$ cat src/design/esps_pkg.sv
// Shared types and constants of the exact stamp pair synchronizer.
// Holds the item mode codes, the register indexes, the queue entry and the
// command/status structs between controller and datapath. No dependencies.
`default_nettype none

package esps_pkg;

  // Stream widths
  localparam int IN_TDATA_W  = 112;
  localparam int IN_TUSER_W  = 2;
  localparam int OUT_TDATA_W = 96;
  localparam int CFG_IDX_W   = 4;
  localparam int CFG_DATA_W  = 16;

  // Item modes carried in in_tuser
  typedef enum logic [1:0] {
    MODE_IMAGE = 2'd0,
    MODE_INFO  = 2'd1,
    MODE_DEPTH = 2'd2,
    MODE_CLEAR = 2'd3
  } mode_t;

  // Result kinds carried in out_tuser
  localparam logic KIND_PAIR  = 1'b0;
  localparam logic KIND_DEPTH = 1'b1;

  // Register indexes
  localparam logic [CFG_IDX_W-1:0] CFG_EXP_WIDTH  = 4'd0;
  localparam logic [CFG_IDX_W-1:0] CFG_EXP_HEIGHT = 4'd1;
  localparam logic [CFG_IDX_W-1:0] CFG_PAIR_EN    = 4'd2;
  localparam logic [CFG_IDX_W-1:0] CFG_DEPTH_EN   = 4'd3;

  // Register reset values
  localparam logic [15:0] RST_EXP_WIDTH  = 16'd640;
  localparam logic [15:0] RST_EXP_HEIGHT = 16'd480;

  typedef struct packed {
    logic signed [31:0] sec;
    logic [29:0]        nsec;
  } stamp_t;

  typedef struct packed {
    logic [15:0] tag;
    stamp_t      stamp;
  } entry_t;

  // Controller to datapath
  typedef struct packed {
    logic latch;      // capture the input transfer
    logic clear;      // empty both queues
    logic evict;      // drop oldest entry of own queue if full
    logic scan_init;  // rewind the scan pointer
    logic scan;       // scan the other queue for an equal stamp
    logic shift;      // close the gap left by the matched entry
    logic remove;     // shrink the other queue by one
    logic append;     // write the item into its own queue
    logic load_out;   // load the output register
    logic out_kind;   // kind of the loaded result
  } cmd_t;

  // Datapath to controller
  typedef struct packed {
    mode_t mode;
    logic  size_ok;
    logic  depth_en;
    logic  pair_en;
    logic  other_empty;
    logic  hit;
    logic  scan_miss;
    logic  shift_done;
    logic  out_free;
  } status_t;

endpackage

`default_nettype wire

$ cat src/design/esps_ctrl.sv
// Controller of the exact stamp pair synchronizer: sequences one item
// through check, scan, gap closing, append and result load.
// Depends on esps_pkg for the command and status structs.
`default_nettype none

module esps_ctrl (
  input  wire logic             clk,
  input  wire logic             rst_n,
  input  wire logic             in_tvalid,
  output logic                  in_tready,
  input  wire esps_pkg::status_t st,
  output esps_pkg::cmd_t        cmd
);
  import esps_pkg::*;

  typedef enum logic [2:0] {
    S_IDLE,
    S_CHECK,
    S_SCAN,
    S_SHIFT,
    S_APPEND,
    S_EMIT
  } state_t;

  state_t state_r, state_nxt;
  logic   kind_r, kind_nxt;

  assign in_tready = (state_r == S_IDLE);

  // Next state and commands
  always_comb begin
    state_nxt    = state_r;
    kind_nxt     = kind_r;
    cmd          = '0;
    cmd.out_kind = kind_r;
    case (state_r)
      S_IDLE: begin
        if (in_tvalid) begin
          cmd.latch = 1'b1;
          state_nxt = S_CHECK;
        end
      end
      S_CHECK: begin
        if (st.mode == MODE_CLEAR) begin
          cmd.clear = 1'b1;
          state_nxt = S_IDLE;
        end else if (!st.size_ok) begin
          state_nxt = S_IDLE;
        end else if (st.mode == MODE_DEPTH) begin
          if (st.depth_en) begin
            kind_nxt  = KIND_DEPTH;
            state_nxt = S_EMIT;
          end else begin
            state_nxt = S_IDLE;
          end
        end else begin
          cmd.evict     = 1'b1;
          cmd.scan_init = 1'b1;
          state_nxt     = st.other_empty ? S_APPEND : S_SCAN;
        end
      end
      S_SCAN: begin
        cmd.scan = 1'b1;
        if (st.hit) begin
          state_nxt = S_SHIFT;
        end else if (st.scan_miss) begin
          state_nxt = S_APPEND;
        end
      end
      S_SHIFT: begin
        cmd.shift = 1'b1;
        if (st.shift_done) begin
          cmd.remove = 1'b1;
          if (st.pair_en) begin
            kind_nxt  = KIND_PAIR;
            state_nxt = S_EMIT;
          end else begin
            state_nxt = S_IDLE;
          end
        end
      end
      S_APPEND: begin
        cmd.append = 1'b1;
        state_nxt  = S_IDLE;
      end
      S_EMIT: begin
        if (st.out_free) begin
          cmd.load_out = 1'b1;
          state_nxt    = S_IDLE;
        end
      end
      default: begin
        state_nxt = S_IDLE;
      end
    endcase
  end

  // Hold state and result kind
  always_ff @(posedge clk) begin
    if (!rst_n) begin
      state_r <= S_IDLE;
      kind_r  <= KIND_PAIR;
    end else begin
      state_r <= state_nxt;
      kind_r  <= kind_nxt;
    end
  end

endmodule

`default_nettype wire

$ cat src/design/esps_datapath.sv
// Datapath of the exact stamp pair synchronizer: configuration registers,
// item register, two circular stamp queues in memory and the output register.
// Depends on esps_pkg; driven by esps_ctrl through cmd_t, reports status_t.
`default_nettype none

module esps_datapath #(
  parameter int QUEUE_DEPTH = 20
) (
  input  wire logic                                 clk,
  input  wire logic                                 rst_n,
  input  wire esps_pkg::cmd_t                       cmd,
  output esps_pkg::status_t                         st,
  input  wire logic [esps_pkg::IN_TDATA_W-1:0]      in_tdata,
  input  wire logic [esps_pkg::IN_TUSER_W-1:0]      in_tuser,
  input  wire logic                                 cfg_valid,
  output logic                                      cfg_ready,
  input  wire logic [esps_pkg::CFG_IDX_W-1:0]       cfg_index,
  input  wire logic [esps_pkg::CFG_DATA_W-1:0]      cfg_data,
  output logic                                      out_tvalid,
  input  wire logic                                 out_tready,
  output logic [esps_pkg::OUT_TDATA_W-1:0]          out_tdata,
  output logic [0:0]                                out_tuser
);
  import esps_pkg::*;

  localparam int PTR_W = (QUEUE_DEPTH > 1) ? $clog2(QUEUE_DEPTH) : 1;
  localparam int CNT_W = $clog2(QUEUE_DEPTH + 1);
  localparam logic [CNT_W-1:0] DEPTH_C = CNT_W'(QUEUE_DEPTH);

  // Physical slot of queue position off behind head
  function automatic logic [PTR_W-1:0] wrap_add(input logic [PTR_W-1:0] base,
                                                 input logic [CNT_W-1:0] off);
    logic [CNT_W:0] sum;
    sum = (CNT_W+1)'(base) + (CNT_W+1)'(off);
    if (sum >= (CNT_W+1)'(QUEUE_DEPTH)) begin
      sum = sum - (CNT_W+1)'(QUEUE_DEPTH);
    end
    return sum[PTR_W-1:0];
  endfunction

  // Configuration
  logic [15:0] exp_w_r, exp_h_r;
  logic        pair_en_r, depth_en_r;

  // Current item
  mode_t       mode_r;
  stamp_t      stamp_r;
  logic [15:0] tag_r, fw_r, fh_r;

  // Queue bookkeeping
  logic [PTR_W-1:0] img_head_r, img_head_nxt, inf_head_r, inf_head_nxt;
  logic [CNT_W-1:0] img_cnt_r, img_cnt_nxt, inf_cnt_r, inf_cnt_nxt;

  // Scan and gap-closing pointers
  logic [CNT_W-1:0] idx_r, idx_nxt, rv_idx_r, rv_idx_nxt;
  logic             rv_r, rv_nxt;
  logic [15:0]      hit_tag_r, hit_tag_nxt;

  // Memories
  entry_t           img_mem [QUEUE_DEPTH];
  entry_t           inf_mem [QUEUE_DEPTH];
  entry_t           img_rd_r, inf_rd_r;
  logic             img_we, inf_we;
  logic [PTR_W-1:0] img_waddr, inf_waddr, img_raddr, inf_raddr;
  entry_t           img_wdata, inf_wdata, new_entry, other_rd;

  // Output register
  logic                   out_valid_r;
  logic                   out_kind_r;
  logic [OUT_TDATA_W-1:0] out_data_r;

  logic             own_img, match, issue, sh_we;
  logic [CNT_W-1:0] other_cnt, sh_off;

  assign own_img   = (mode_r == MODE_IMAGE);
  assign other_cnt = own_img ? inf_cnt_r : img_cnt_r;
  assign other_rd  = own_img ? inf_rd_r : img_rd_r;
  assign match     = (other_rd.stamp == stamp_r);
  assign new_entry = '{tag: tag_r, stamp: stamp_r};

  // Configuration writes
  assign cfg_ready = 1'b1;

  always_ff @(posedge clk) begin
    if (!rst_n) begin
      exp_w_r    <= RST_EXP_WIDTH;
      exp_h_r    <= RST_EXP_HEIGHT;
      pair_en_r  <= 1'b0;
      depth_en_r <= 1'b0;
    end else if (cfg_valid) begin
      case (cfg_index)
        CFG_EXP_WIDTH:  exp_w_r    <= cfg_data;
        CFG_EXP_HEIGHT: exp_h_r    <= cfg_data;
        CFG_PAIR_EN:    pair_en_r  <= cfg_data[0];
        CFG_DEPTH_EN:   depth_en_r <= cfg_data[0];
        default: begin
        end
      endcase
    end
  end

  // Capture the input transfer
  always_ff @(posedge clk) begin
    if (!rst_n) begin
      mode_r <= MODE_CLEAR;
    end else if (cmd.latch) begin
      mode_r <= mode_t'(in_tuser);
    end
  end

  always_ff @(posedge clk) begin
    if (cmd.latch) begin
      stamp_r.sec  <= in_tdata[31:0];
      stamp_r.nsec <= in_tdata[61:32];
      fw_r         <= in_tdata[77:62];
      fh_r         <= in_tdata[93:78];
      tag_r        <= in_tdata[109:94];
    end
  end

  // Scan pointer: issue one read a cycle, compare the registered data
  assign issue = (cmd.scan || cmd.shift) && (idx_r < other_cnt);

  always_comb begin
    idx_nxt     = idx_r;
    rv_nxt      = 1'b0;
    rv_idx_nxt  = rv_idx_r;
    hit_tag_nxt = hit_tag_r;
    if (issue) begin
      idx_nxt    = idx_r + CNT_W'(1);
      rv_nxt     = 1'b1;
      rv_idx_nxt = idx_r;
    end
    // On a hit, restart the pointer just past the matched entry
    if (cmd.scan && rv_r && match) begin
      idx_nxt     = rv_idx_r + CNT_W'(1);
      rv_nxt      = 1'b0;
      hit_tag_nxt = other_rd.tag;
    end
    if (cmd.scan_init) begin
      idx_nxt = '0;
      rv_nxt  = 1'b0;
    end
  end

  always_ff @(posedge clk) begin
    if (!rst_n) begin
      idx_r    <= '0;
      rv_r     <= 1'b0;
      rv_idx_r <= '0;
    end else begin
      idx_r    <= idx_nxt;
      rv_r     <= rv_nxt;
      rv_idx_r <= rv_idx_nxt;
    end
  end

  always_ff @(posedge clk) begin
    hit_tag_r <= hit_tag_nxt;
  end

  // Memory ports: append into own queue, gap closing in the other queue
  assign sh_we  = cmd.shift && rv_r;
  assign sh_off = rv_idx_r - CNT_W'(1);

  assign img_raddr = wrap_add(img_head_r, idx_r);
  assign inf_raddr = wrap_add(inf_head_r, idx_r);
  assign img_we    = own_img ? cmd.append : sh_we;
  assign inf_we    = own_img ? sh_we : cmd.append;
  assign img_waddr = wrap_add(img_head_r, own_img ? img_cnt_r : sh_off);
  assign inf_waddr = wrap_add(inf_head_r, own_img ? sh_off : inf_cnt_r);
  assign img_wdata = own_img ? new_entry : img_rd_r;
  assign inf_wdata = own_img ? inf_rd_r : new_entry;

  always_ff @(posedge clk) begin
    if (img_we) begin
      img_mem[img_waddr] <= img_wdata;
    end
    img_rd_r <= img_mem[img_raddr];
  end

  always_ff @(posedge clk) begin
    if (inf_we) begin
      inf_mem[inf_waddr] <= inf_wdata;
    end
    inf_rd_r <= inf_mem[inf_raddr];
  end

  // Queue heads and counts
  always_comb begin
    img_head_nxt = img_head_r;
    img_cnt_nxt  = img_cnt_r;
    inf_head_nxt = inf_head_r;
    inf_cnt_nxt  = inf_cnt_r;
    if (cmd.clear) begin
      img_cnt_nxt = '0;
      inf_cnt_nxt = '0;
    end
    // Evict the oldest entry of a full queue
    if (cmd.evict && own_img && (img_cnt_r == DEPTH_C)) begin
      img_head_nxt = wrap_add(img_head_r, CNT_W'(1));
      img_cnt_nxt  = img_cnt_r - CNT_W'(1);
    end
    if (cmd.evict && !own_img && (inf_cnt_r == DEPTH_C)) begin
      inf_head_nxt = wrap_add(inf_head_r, CNT_W'(1));
      inf_cnt_nxt  = inf_cnt_r - CNT_W'(1);
    end
    if (cmd.remove) begin
      if (own_img) begin
        inf_cnt_nxt = inf_cnt_r - CNT_W'(1);
      end else begin
        img_cnt_nxt = img_cnt_r - CNT_W'(1);
      end
    end
    if (cmd.append) begin
      if (own_img) begin
        img_cnt_nxt = img_cnt_r + CNT_W'(1);
      end else begin
        inf_cnt_nxt = inf_cnt_r + CNT_W'(1);
      end
    end
  end

  always_ff @(posedge clk) begin
    if (!rst_n) begin
      img_head_r <= '0;
      img_cnt_r  <= '0;
      inf_head_r <= '0;
      inf_cnt_r  <= '0;
    end else begin
      img_head_r <= img_head_nxt;
      img_cnt_r  <= img_cnt_nxt;
      inf_head_r <= inf_head_nxt;
      inf_cnt_r  <= inf_cnt_nxt;
    end
  end

  // Output register: valid flag under reset, payload loaded on command
  always_ff @(posedge clk) begin
    if (!rst_n) begin
      out_valid_r <= 1'b0;
    end else if (cmd.load_out) begin
      out_valid_r <= 1'b1;
    end else if (out_tready) begin
      out_valid_r <= 1'b0;
    end
  end

  always_ff @(posedge clk) begin
    if (cmd.load_out) begin
      out_kind_r        <= cmd.out_kind;
      out_data_r[95:94] <= 2'b00;
      out_data_r[63:32] <= stamp_r.sec;
      out_data_r[93:64] <= stamp_r.nsec;
      if (cmd.out_kind == KIND_DEPTH) begin
        out_data_r[15:0]  <= tag_r;
        out_data_r[31:16] <= 16'd0;
      end else if (own_img) begin
        out_data_r[15:0]  <= tag_r;
        out_data_r[31:16] <= hit_tag_r;
      end else begin
        out_data_r[15:0]  <= hit_tag_r;
        out_data_r[31:16] <= tag_r;
      end
    end
  end

  assign out_tvalid   = out_valid_r;
  assign out_tdata    = out_data_r;
  assign out_tuser[0] = out_kind_r;

  // Status to the controller
  always_comb begin
    st             = '0;
    st.mode        = mode_r;
    st.size_ok     = (fw_r == exp_w_r) && (fh_r == exp_h_r);
    st.depth_en    = depth_en_r;
    st.pair_en     = pair_en_r;
    st.other_empty = (other_cnt == '0);
    st.hit         = rv_r && match;
    st.scan_miss   = rv_r && !match && ((rv_idx_r + CNT_W'(1)) == other_cnt);
    st.shift_done  = !rv_r && (idx_r >= other_cnt);
    st.out_free    = !out_valid_r || out_tready;
  end

endmodule

`default_nettype wire

$ cat src/design/exact_stamp_pair_synchronizer.sv
// Exact stamp pair synchronizer: pairs image and calibration items whose
// stamps are equal on all 62 bits, and forwards depth items.
//
// Channels: in_* is the item stream (in_tuser = mode), out_* the result
// stream (out_tuser = result kind), cfg_* a write port for the four
// registers; cfg_ready is always high.
// One item is worked at a time; in_tready is high only between items.
// Steps per item: a clear item empties both queues; an item of the wrong size
// is dropped; a depth item is forwarded when depth results are enabled, else
// dropped; an image or info item evicts the oldest entry of its own queue when
// that queue is full and scans the other queue for an equal stamp; on a match
// it closes the gap, one entry a cycle, and loads a pair result when pairs are
// enabled; with no equal stamp, or when the other queue is empty, it appends
// itself to its own queue.
// A result sits in the output register; when the receiver stalls the block
// still takes and works the next item and only waits once it has a second
// result to load. Reset empties both queues and the output register and
// loads the register reset values; queue memory contents are not cleared.
// Depends on esps_pkg, esps_ctrl and esps_datapath.
`default_nettype none

module exact_stamp_pair_synchronizer #(
  parameter int QUEUE_DEPTH = 20
) (
  input  wire logic                            clk,
  input  wire logic                            rst_n,
  // tdata: stamp_sec[31:0], stamp_nanosec[61:32], frame_width[77:62],
  //        frame_height[93:78], item_tag[109:94], zero fill[111:110]
  input  wire logic [esps_pkg::IN_TDATA_W-1:0] in_tdata,
  // tuser: mode[1:0]
  input  wire logic [esps_pkg::IN_TUSER_W-1:0] in_tuser,
  input  wire logic                            in_tvalid,
  output logic                                 in_tready,
  // tdata: image_tag[15:0], info_tag[31:16], out_stamp_sec[63:32],
  //        out_stamp_nanosec[93:64], zero fill[95:94]
  output logic [esps_pkg::OUT_TDATA_W-1:0]     out_tdata,
  // tuser: result_kind[0]
  output logic [0:0]                           out_tuser,
  output logic                                 out_tvalid,
  input  wire logic                            out_tready,
  input  wire logic                            cfg_valid,
  output logic                                 cfg_ready,
  input  wire logic [esps_pkg::CFG_IDX_W-1:0]  cfg_index,
  input  wire logic [esps_pkg::CFG_DATA_W-1:0] cfg_data
);
  import esps_pkg::*;

  cmd_t    cmd;
  status_t st;

  esps_ctrl u_ctrl (
    .clk       (clk),
    .rst_n     (rst_n),
    .in_tvalid (in_tvalid),
    .in_tready (in_tready),
    .st        (st),
    .cmd       (cmd)
  );

  esps_datapath #(
    .QUEUE_DEPTH (QUEUE_DEPTH)
  ) u_datapath (
    .clk        (clk),
    .rst_n      (rst_n),
    .cmd        (cmd),
    .st         (st),
    .in_tdata   (in_tdata),
    .in_tuser   (in_tuser),
    .cfg_valid  (cfg_valid),
    .cfg_ready  (cfg_ready),
    .cfg_index  (cfg_index),
    .cfg_data   (cfg_data),
    .out_tvalid (out_tvalid),
    .out_tready (out_tready),
    .out_tdata  (out_tdata),
    .out_tuser  (out_tuser)
  );

  // An accepted item blocks the input for at least the next cycle
  a_accept_busy: assert property (@(posedge clk) disable iff (!rst_n)
    in_tvalid && in_tready |=> !in_tready)
    else $error("input taken twice in a row");

  // A stamp hit during the scan is followed by closing the gap
  a_hit_shift: assert property (@(posedge clk) disable iff (!rst_n)
    cmd.scan && st.hit |=> cmd.shift)
    else $error("scan hit not followed by gap closing");

  // A result is loaded only when the output register is free
  a_load_free: assert property (@(posedge clk) disable iff (!rst_n)
    cmd.load_out |-> (!out_tvalid || out_tready))
    else $error("result loaded over a pending result");

endmodule

`default_nettype wire
$ cat config.mk
export PLATFORM = sky130hd
export DESIGN_NAME = exact_stamp_pair_synchronizer
export DESIGN_NICKNAME = d
export VERILOG_FILES = /design/src/design/esps_pkg.sv /design/src/design/esps_ctrl.sv /design/src/design/esps_datapath.sv /design/src/design/exact_stamp_pair_synchronizer.sv
export SDC_FILE = /design/constraint.sdc
export NUM_CORES = 2
export LEC_CHECK = 0
export ABC_AREA = 0
export BUFFER_PORTS_ARGS = -buffer_cell sky130_fd_sc_hd__buf_2
export CORE_UTILIZATION = 30
export DETAILED_ROUTE_END_ITERATION = 16
export PLACE_DENSITY = 0.5
export SYNTH_ARGS = -nofsm -noshare
export SYNTH_HDL_FRONTEND = slang
export SYNTH_SLANG_ARGS = --single-unit
$ cat constraint.sdc
create_clock -name clk -period 36.2 [get_ports clk]
set_input_delay 5.43 -clock clk [delete_from_list [all_inputs] [get_ports clk]]
set_output_delay 5.43 -clock clk [all_outputs]
set_load 0.01 [all_outputs]
=== After elaboration in Yosys (flattened, before gate mapping) ===
Memories as Yosys holds them, arrays and structs flattened. A register that Yosys moved wholly into a read port is not among the register bits.
Index checks and enable logic that the tools add are counted.

* Register bits: 293
* Memory bits (writable): 3,120
* Bits of input ports: 139
* Output and inout port bits: 100
* Logic and storage cells: 182
* Memories: 2

{| class="wikitable"
|+ Memories
! memory !! words !! bits a word !! rd ports !! clocked after Yosys merged registers in !! wr ports !! RTL line !! source
|-
| u_datapath.img_mem || 20 || 78 || 1 || 1 || 1 || esps_datapath.sv:60 || <nowiki>entry_t img_mem [QUEUE_DEPTH];</nowiki>
|-
| u_datapath.inf_mem || 20 || 78 || 1 || 1 || 1 || esps_datapath.sv:61 || <nowiki>entry_t inf_mem [QUEUE_DEPTH];</nowiki>
|}

* $add $sub $neg: 19
* $lt $le $gt $ge: 8
* Equality and inequality tests: 25
* Mux-type cells: 69
* Bitwise operators: 1
* Reductions and logical operators: 34

{| class="wikitable"
|+ Operators with widths
! cell !! number
|-
| 78-bit two-way mux || 3
|-
| 5-bit two-way mux || 23
|-
| 62-bit == test || 1
|-
| 6-bit by 5-bit greater-or-equal comparator with 1-bit output, second input constant || 6
|-
| 3-bit two-way mux || 12
|-
| 16-bit == test || 2
|-
| 32-bit two-way mux || 1
|-
| 5-bit subtractor, second input constant || 6
|-
| 5-bit by 5-bit adder with 6-bit output || 4
|-
| 1-bit two-way mux || 23
|-
| 5-bit by 1-bit adder with 5-bit output, second input constant || 4
|-
| 16-bit two-way mux || 1
|-
| 3-bit case mux with 5 select lines || 1
|-
| 5-bit by 1-bit subtractor with 5-bit output, second input constant || 3
|-
| 1-bit logical AND || 13
|-
| 5-bit by 1-bit adder with 6-bit output, second input constant || 2
|-
| 5-bit == test, second input constant || 2
|-
| 4-bit by 2-bit == test with 1-bit output, second input constant || 2
|-
| 2-bit two-way mux || 4
|-
| 2-bit by 1-bit != test with 1-bit output, second input constant || 4
|-
| 2-bit != test, second input constant || 4
|-
| 2-bit AND reduction || 4
|-
| 7-bit AND reduction || 1
|-
| 3-bit by 2-bit == test with 1-bit output, second input constant || 2
|-
| 20 further kinds || 28
|}

=== Longest topological paths before layout ===
* Word-level depth: 12
* Mapped depth: 23

=== Modules after synthesis ===
From an unflattened synthesis, not the netlist that was laid out.

* Cell total of the unflattened synthesis: 7,275
* Area total of the unflattened synthesis: 137,560.7 um^2

{| class="wikitable"
|+ Modules (own cells, without submodules)
! module !! instances !! cells an instance !! area an instance (um^2)
|-
| esps_datapath || 1 || 7,224 || 137,150.3
|-
| esps_ctrl || 1 || 51 || 410.4
|}

=== Worst setup path before layout ===
OpenSTA, ideal clock, no wires.

* Kind: register to register
* Start: reg u_datapath.mode_r[0]
* End: mem u_datapath.img_mem[10][0] in the netlist's numbering (enable)
* Setup time: 0.706 ns
* Arrival time: 11.784 ns
* Data required time: 35.494 ns
* Setup slack: 23.710 ns
* Cell stages (with the launch flop): 23
* Path buffers: 8
* Clock period less this slack: 12.490 ns
* Cell sequence: dfxtp_1 > buf_6 > or2_1 > buf_6 > buf_2 > buf_2 > clkbuf_1 > clkbuf_1 > clkbuf_1 > nor2_1 > a21oi_1 > ha_1 > inv_1 > fa_1 > xnor2_1 > inv_1 > ha_1 > o21ai_0 > a221o_1 > nor3b_1 > a21o_1 > clkbuf_1 > nor4_1

* Cells in the longest elaborated chain, start to end: 5
* Elaborated cells on any way between the ends: 9
* Classes of those cells: add/sub (2); order compare (1); mux (5); reduce/logical (1)

{| class="wikitable"
|+ RTL lines
! element !! RTL line !! source
|-
| start: declaration || esps_datapath.sv:46 || <nowiki>mode_t mode_r;</nowiki>
|-
| start signal: assignment || esps_datapath.sv:107 || <nowiki>mode_r <= mode_t'(in_tuser);</nowiki>
|-
| 2-bit zero test * || esps_datapath.sv:75 || <nowiki>assign own_img = (mode_r == MODE_IMAGE);</nowiki>
|-
| 5-bit two-way mux || esps_datapath.sv:170 || <nowiki>assign img_waddr = wrap_add(img_head_r, own_img ? img_cnt_r : sh_off);</nowiki>
|-
| 5-bit by 5-bit adder with 6-bit output || esps_datapath.sv:34 || <nowiki>sum = (CNT_W+1)'(base) + (CNT_W+1)'(off);</nowiki>
|-
| 5-bit subtractor / 6-bit by 5-bit greater-or-equal comparator with 1-bit output (equally long branches) || esps_datapath.sv:36, esps_datapath.sv:35 ||
|-
| 5-bit two-way mux || esps_datapath.sv:35 || <nowiki>if (sum >= (CNT_W+1)'(QUEUE_DEPTH)) begin</nowiki>
|-
| end: declaration || esps_datapath.sv:60 ||
|}

Every way passes the cells marked *; elsewhere a longest branch is shown, timed or not.

=== Worst setup path after layout ===
* Start: reg u_ctrl.state_r[2]
* End: out in_tready

* Cells in the longest elaborated chain, start to end: 1

{| class="wikitable"
|+ RTL lines
! element !! RTL line !! source
|-
| start: declaration || esps_ctrl.sv:25 || <nowiki>state_t state_r, state_nxt;</nowiki>
|-
| start signal: assignment || esps_ctrl.sv:104 || <nowiki>state_r <= state_nxt;</nowiki>
|-
| 3-bit zero test || esps_ctrl.sv:28 || <nowiki>assign in_tready = (state_r == S_IDLE);</nowiki>
|-
| end: declaration || exact_stamp_pair_synchronizer.sv:33 || <nowiki>output logic in_tready,</nowiki>
|}

No other way between the ends.

==> metrics <==
DP Wirelength=216500 um; sequence of cells on the critical path=or3_1 > inv_1 > buf_2; Area contributors post-synth=sky130_fd_sc_hd__edfxtp_1, sky130_fd_sc_hd__mux4_2, sky130_fd_sc_hd__dfxtp_1, sky130_fd_sc_hd__mux2i_1, sky130_fd_sc_hd__nand2_1; worst min-delay path class=flip-flop to flip-flop; H-tree level count=5; Setup TNS=0 ps; overall die height=677.9 um; clock tree from TritonCTS=built; GRT Util Overall=16.30%; startpoint types=flip-flop; largest voltage drop on the vdd net=0.04137 mV; Layout Skew=68.12 ps; Synth Area per Inst=20.37 um2; Routed Wire Length=384600 um; detail-routed net length per standard cell=28.57 um; starting density of the core=30.21%; Hold Crit Depth=2; x dimension of the die=677.9 um; maximum buffer depth of the clock tree=4; synth warn=0; number of buffers added to fix hold violations after cts=0; kind of critical path=flip-flop to primary output; overall power consumption=9182 uW; result of the run=completed; number of storage elements in the synthesis netlist=3569; largest fanout of any net on the critical path=9; crit path time final=7455 ps; number of buffers created by CTS=359; # resized after CTS=0; post-CTS setup buffer count=0; antenna viol nets, final=0; number of port buffers=233; count of cell types in the netlist=77; Max Cap Viol=0; Die ar.=459500 um2; DR DRC count=0; Gate Count Post-Synth=6728; NumNets Final=7370; library cell with the largest summed area after synthesis=sky130_fd_sc_hd__edfxtp_1; Primary FF master, synth=sky130_fd_sc_hd__edfxtp_1; clock input transition at the sequential cells of the worst setup and hold paths=60 ps; crit path capture type=primary output; Rows=247; first-iteration detailed-routing DRC count=6114; most numerous cell in the Yosys netlist=sky130_fd_sc_hd__edfxtp_1; final worst-path cycle share=20.59%; transition time of the tightest slew-check pin=1385 ps; antenna violations before repair=20; number of fill cells=42190; number of sinks on the clock net=3569; RePlAce Congestion=0.8892; Critical Path Slowest Stage Cell=sky130_fd_sc_hd__or3_1; maximum frequency from static timing analysis=0.1341 GHz; number of I/O pins=239; Cell Area, Synth=137000 um2; worst max-slew margin expressed relative to the limit=7.068%; depth of the worst register-to-register path=16; post-DR vias/cell=5.038; via count of the first global-routing pass=70800; clock root buffer=sky130_fd_sc_hd__clkbuf_16; grt total ovfl=0; count of final hold-check violations=0; Worst path max stage delay=450 ps; Pleak=0.05094 uW; Post-synth EDFFs=3341; RSZ-0062 raised after global routing=false; crit path DAT=2030 ps; sequential share of the synthesized area=76.54%; share of flip-flops with an asynchronous set or reset=0%; P per Cell Area=58.05 nW/um2; clock latency reported for the late side of the worst-skew pair=930 ps; P&R area growth vs syn=15.42%; number of search-and-repair iterations in the first detailed-routing pass=6; Setup Viol. Count Final=0; hold slack=470.4 ps; proportion of layout cells with a drive suffix above 1=24.89%; count of vias placed by the detailed router=67810; wire length of the first global-routing pass=539800 um; synth cell count leaders=sky130_fd_sc_hd__edfxtp_1, sky130_fd_sc_hd__mux4_2, sky130_fd_sc_hd__nand2_1; maximum number of pins on one net before global-route repair=144; core area=453700 um2; Max Transition Viols Final=0; CP Data Required Time=30770 ps; portion of synthesized cell area occupied by the leading cell type=73.21%
state kept, by name, summed over array words and instances (netlist names), 2 cells and up:
register,flops
u_datapath.img_mem,1560
u_datapath.inf_mem,1560
u_datapath.out_tdata,94
u_datapath.img_rd_r,78
u_datapath.inf_rd_r,78
u_datapath.new_entry,62
u_datapath.exp_h_r,16
u_datapath.exp_w_r,16
u_datapath.fh_r,16
u_datapath.fw_r,16
u_datapath.hit_tag_r,16
u_datapath.tag_r,16
u_datapath.idx_r,5
u_datapath.img_cnt_r,5
u_datapath.img_head_r,5
u_datapath.inf_cnt_r,5
u_datapath.inf_head_r,5
u_datapath.rv_idx_r,5
u_ctrl.state_r,3
u_datapath.mode_r,2
final timing paths:
| kind | startpoint | end | slack (ps) |
|---|---|---|---|
| hold / removal | u_datapath.exp_w_r[12] | u_datapath.exp_w_r[12] | 470 |
| hold reg to reg | u_datapath.exp_w_r[12] | u_datapath.exp_w_r[12] | 470 |
| setup reg to reg | u_datapath.mode_r[0] | u_datapath.img_mem[2][10] | 29860 |
| setup / recovery | u_ctrl.state_r[2] | in_tready | 28740 |
routing by layer:
layer	up-vias	track usage [%]	wire, um
li1	28410	-	-
met1	36890	20.84	157800
met2	1934	28.28	193700
met3	576	2.333	18920
met4	0	5.747	14180
met5	-	0	0
area by class of cell:
class / count / area [um2] / area share, %
sequential: 3569 / 104900 / 66.32
multi-input combinational: 2752 / 30940 / 19.56
clock buffer: 494 / 10030 / 6.339
tap: 5976 / 7477 / 4.727
timing repair buffer: 433 / 2768 / 1.750
clock inverter: 164 / 1803 / 1.140
inverter: 62 / 235.2 / 0.1487
antenna: 10 / 25.02 / 0.01582
worst max-delay path: cells and delay by family, from the launching register on:
family | cells | cell delay [ps]
simple gates | 1 | 450
flops | 1 | 390
buf+inv | 2 | 320
logic make-up (layout without fill, tap and decap cells):
family,Yosys count,after routing,synth area share (%)
flops,3569,3569,76.54
mux,1136,1136,15.44
simple gates,1012,1012,3.333
compound gates,429,429,2.234
buf+inv,408,1153,1.181
xor+xnor,118,118,0.7542
fa+ha+maj,54,54,0.5149
other cells,2,13,0.005480
stage by stage:
stage,cells,utilization (%),cell area [um2],setup slack [ps]
finish,13460,34.86,158200,28740
global route,13460,34.86,158200,28670
CTS,13450,34.86,158100,28700
detailed placement,12790,32.25,146300,28600
global placement,12790,32.25,146300,28660
floorplan,6729,-,137000,23710
report_power, final:
part           internal [uW]  switching [uW]  total (uW)
Combinational            176             467         643
Sequential              4720            68.8        4790
Clock                   2170            1570        3750
Total                   7070            2110        9180
layout by cell type, fill, tap and decap left out, types with 60 or more instances in the layout:
| cell | netlist | layout |
|---|---|---|
| sky130_fd_sc_hd__nand2_1 | 676 | 676 |
| sky130_fd_sc_hd__o221ai_1 | 161 | 161 |
| sky130_fd_sc_hd__xnor2_1 | 78 | 78 |
| sky130_fd_sc_hd__edfxtp_1 | 3341 | 3341 |
| sky130_fd_sc_hd__a21oi_1 | 89 | 89 |
| sky130_fd_sc_hd__inv_1 | 61 | 60 |
| sky130_fd_sc_hd__buf_4 | 4 | 192 |
| sky130_fd_sc_hd__dfxtp_1 | 228 | 226 |
| sky130_fd_sc_hd__clkbuf_16 | 0 | 363 |
| sky130_fd_sc_hd__mux4_2 | 780 | 780 |
| sky130_fd_sc_hd__clkinv_2 | 0 | 64 |
| sky130_fd_sc_hd__clkbuf_1 | 289 | 86 |
| sky130_fd_sc_hd__mux2i_1 | 337 | 337 |
| sky130_fd_sc_hd__buf_2 | 32 | 233 |
Note: power is estimated with default switching activity, not from simulation.
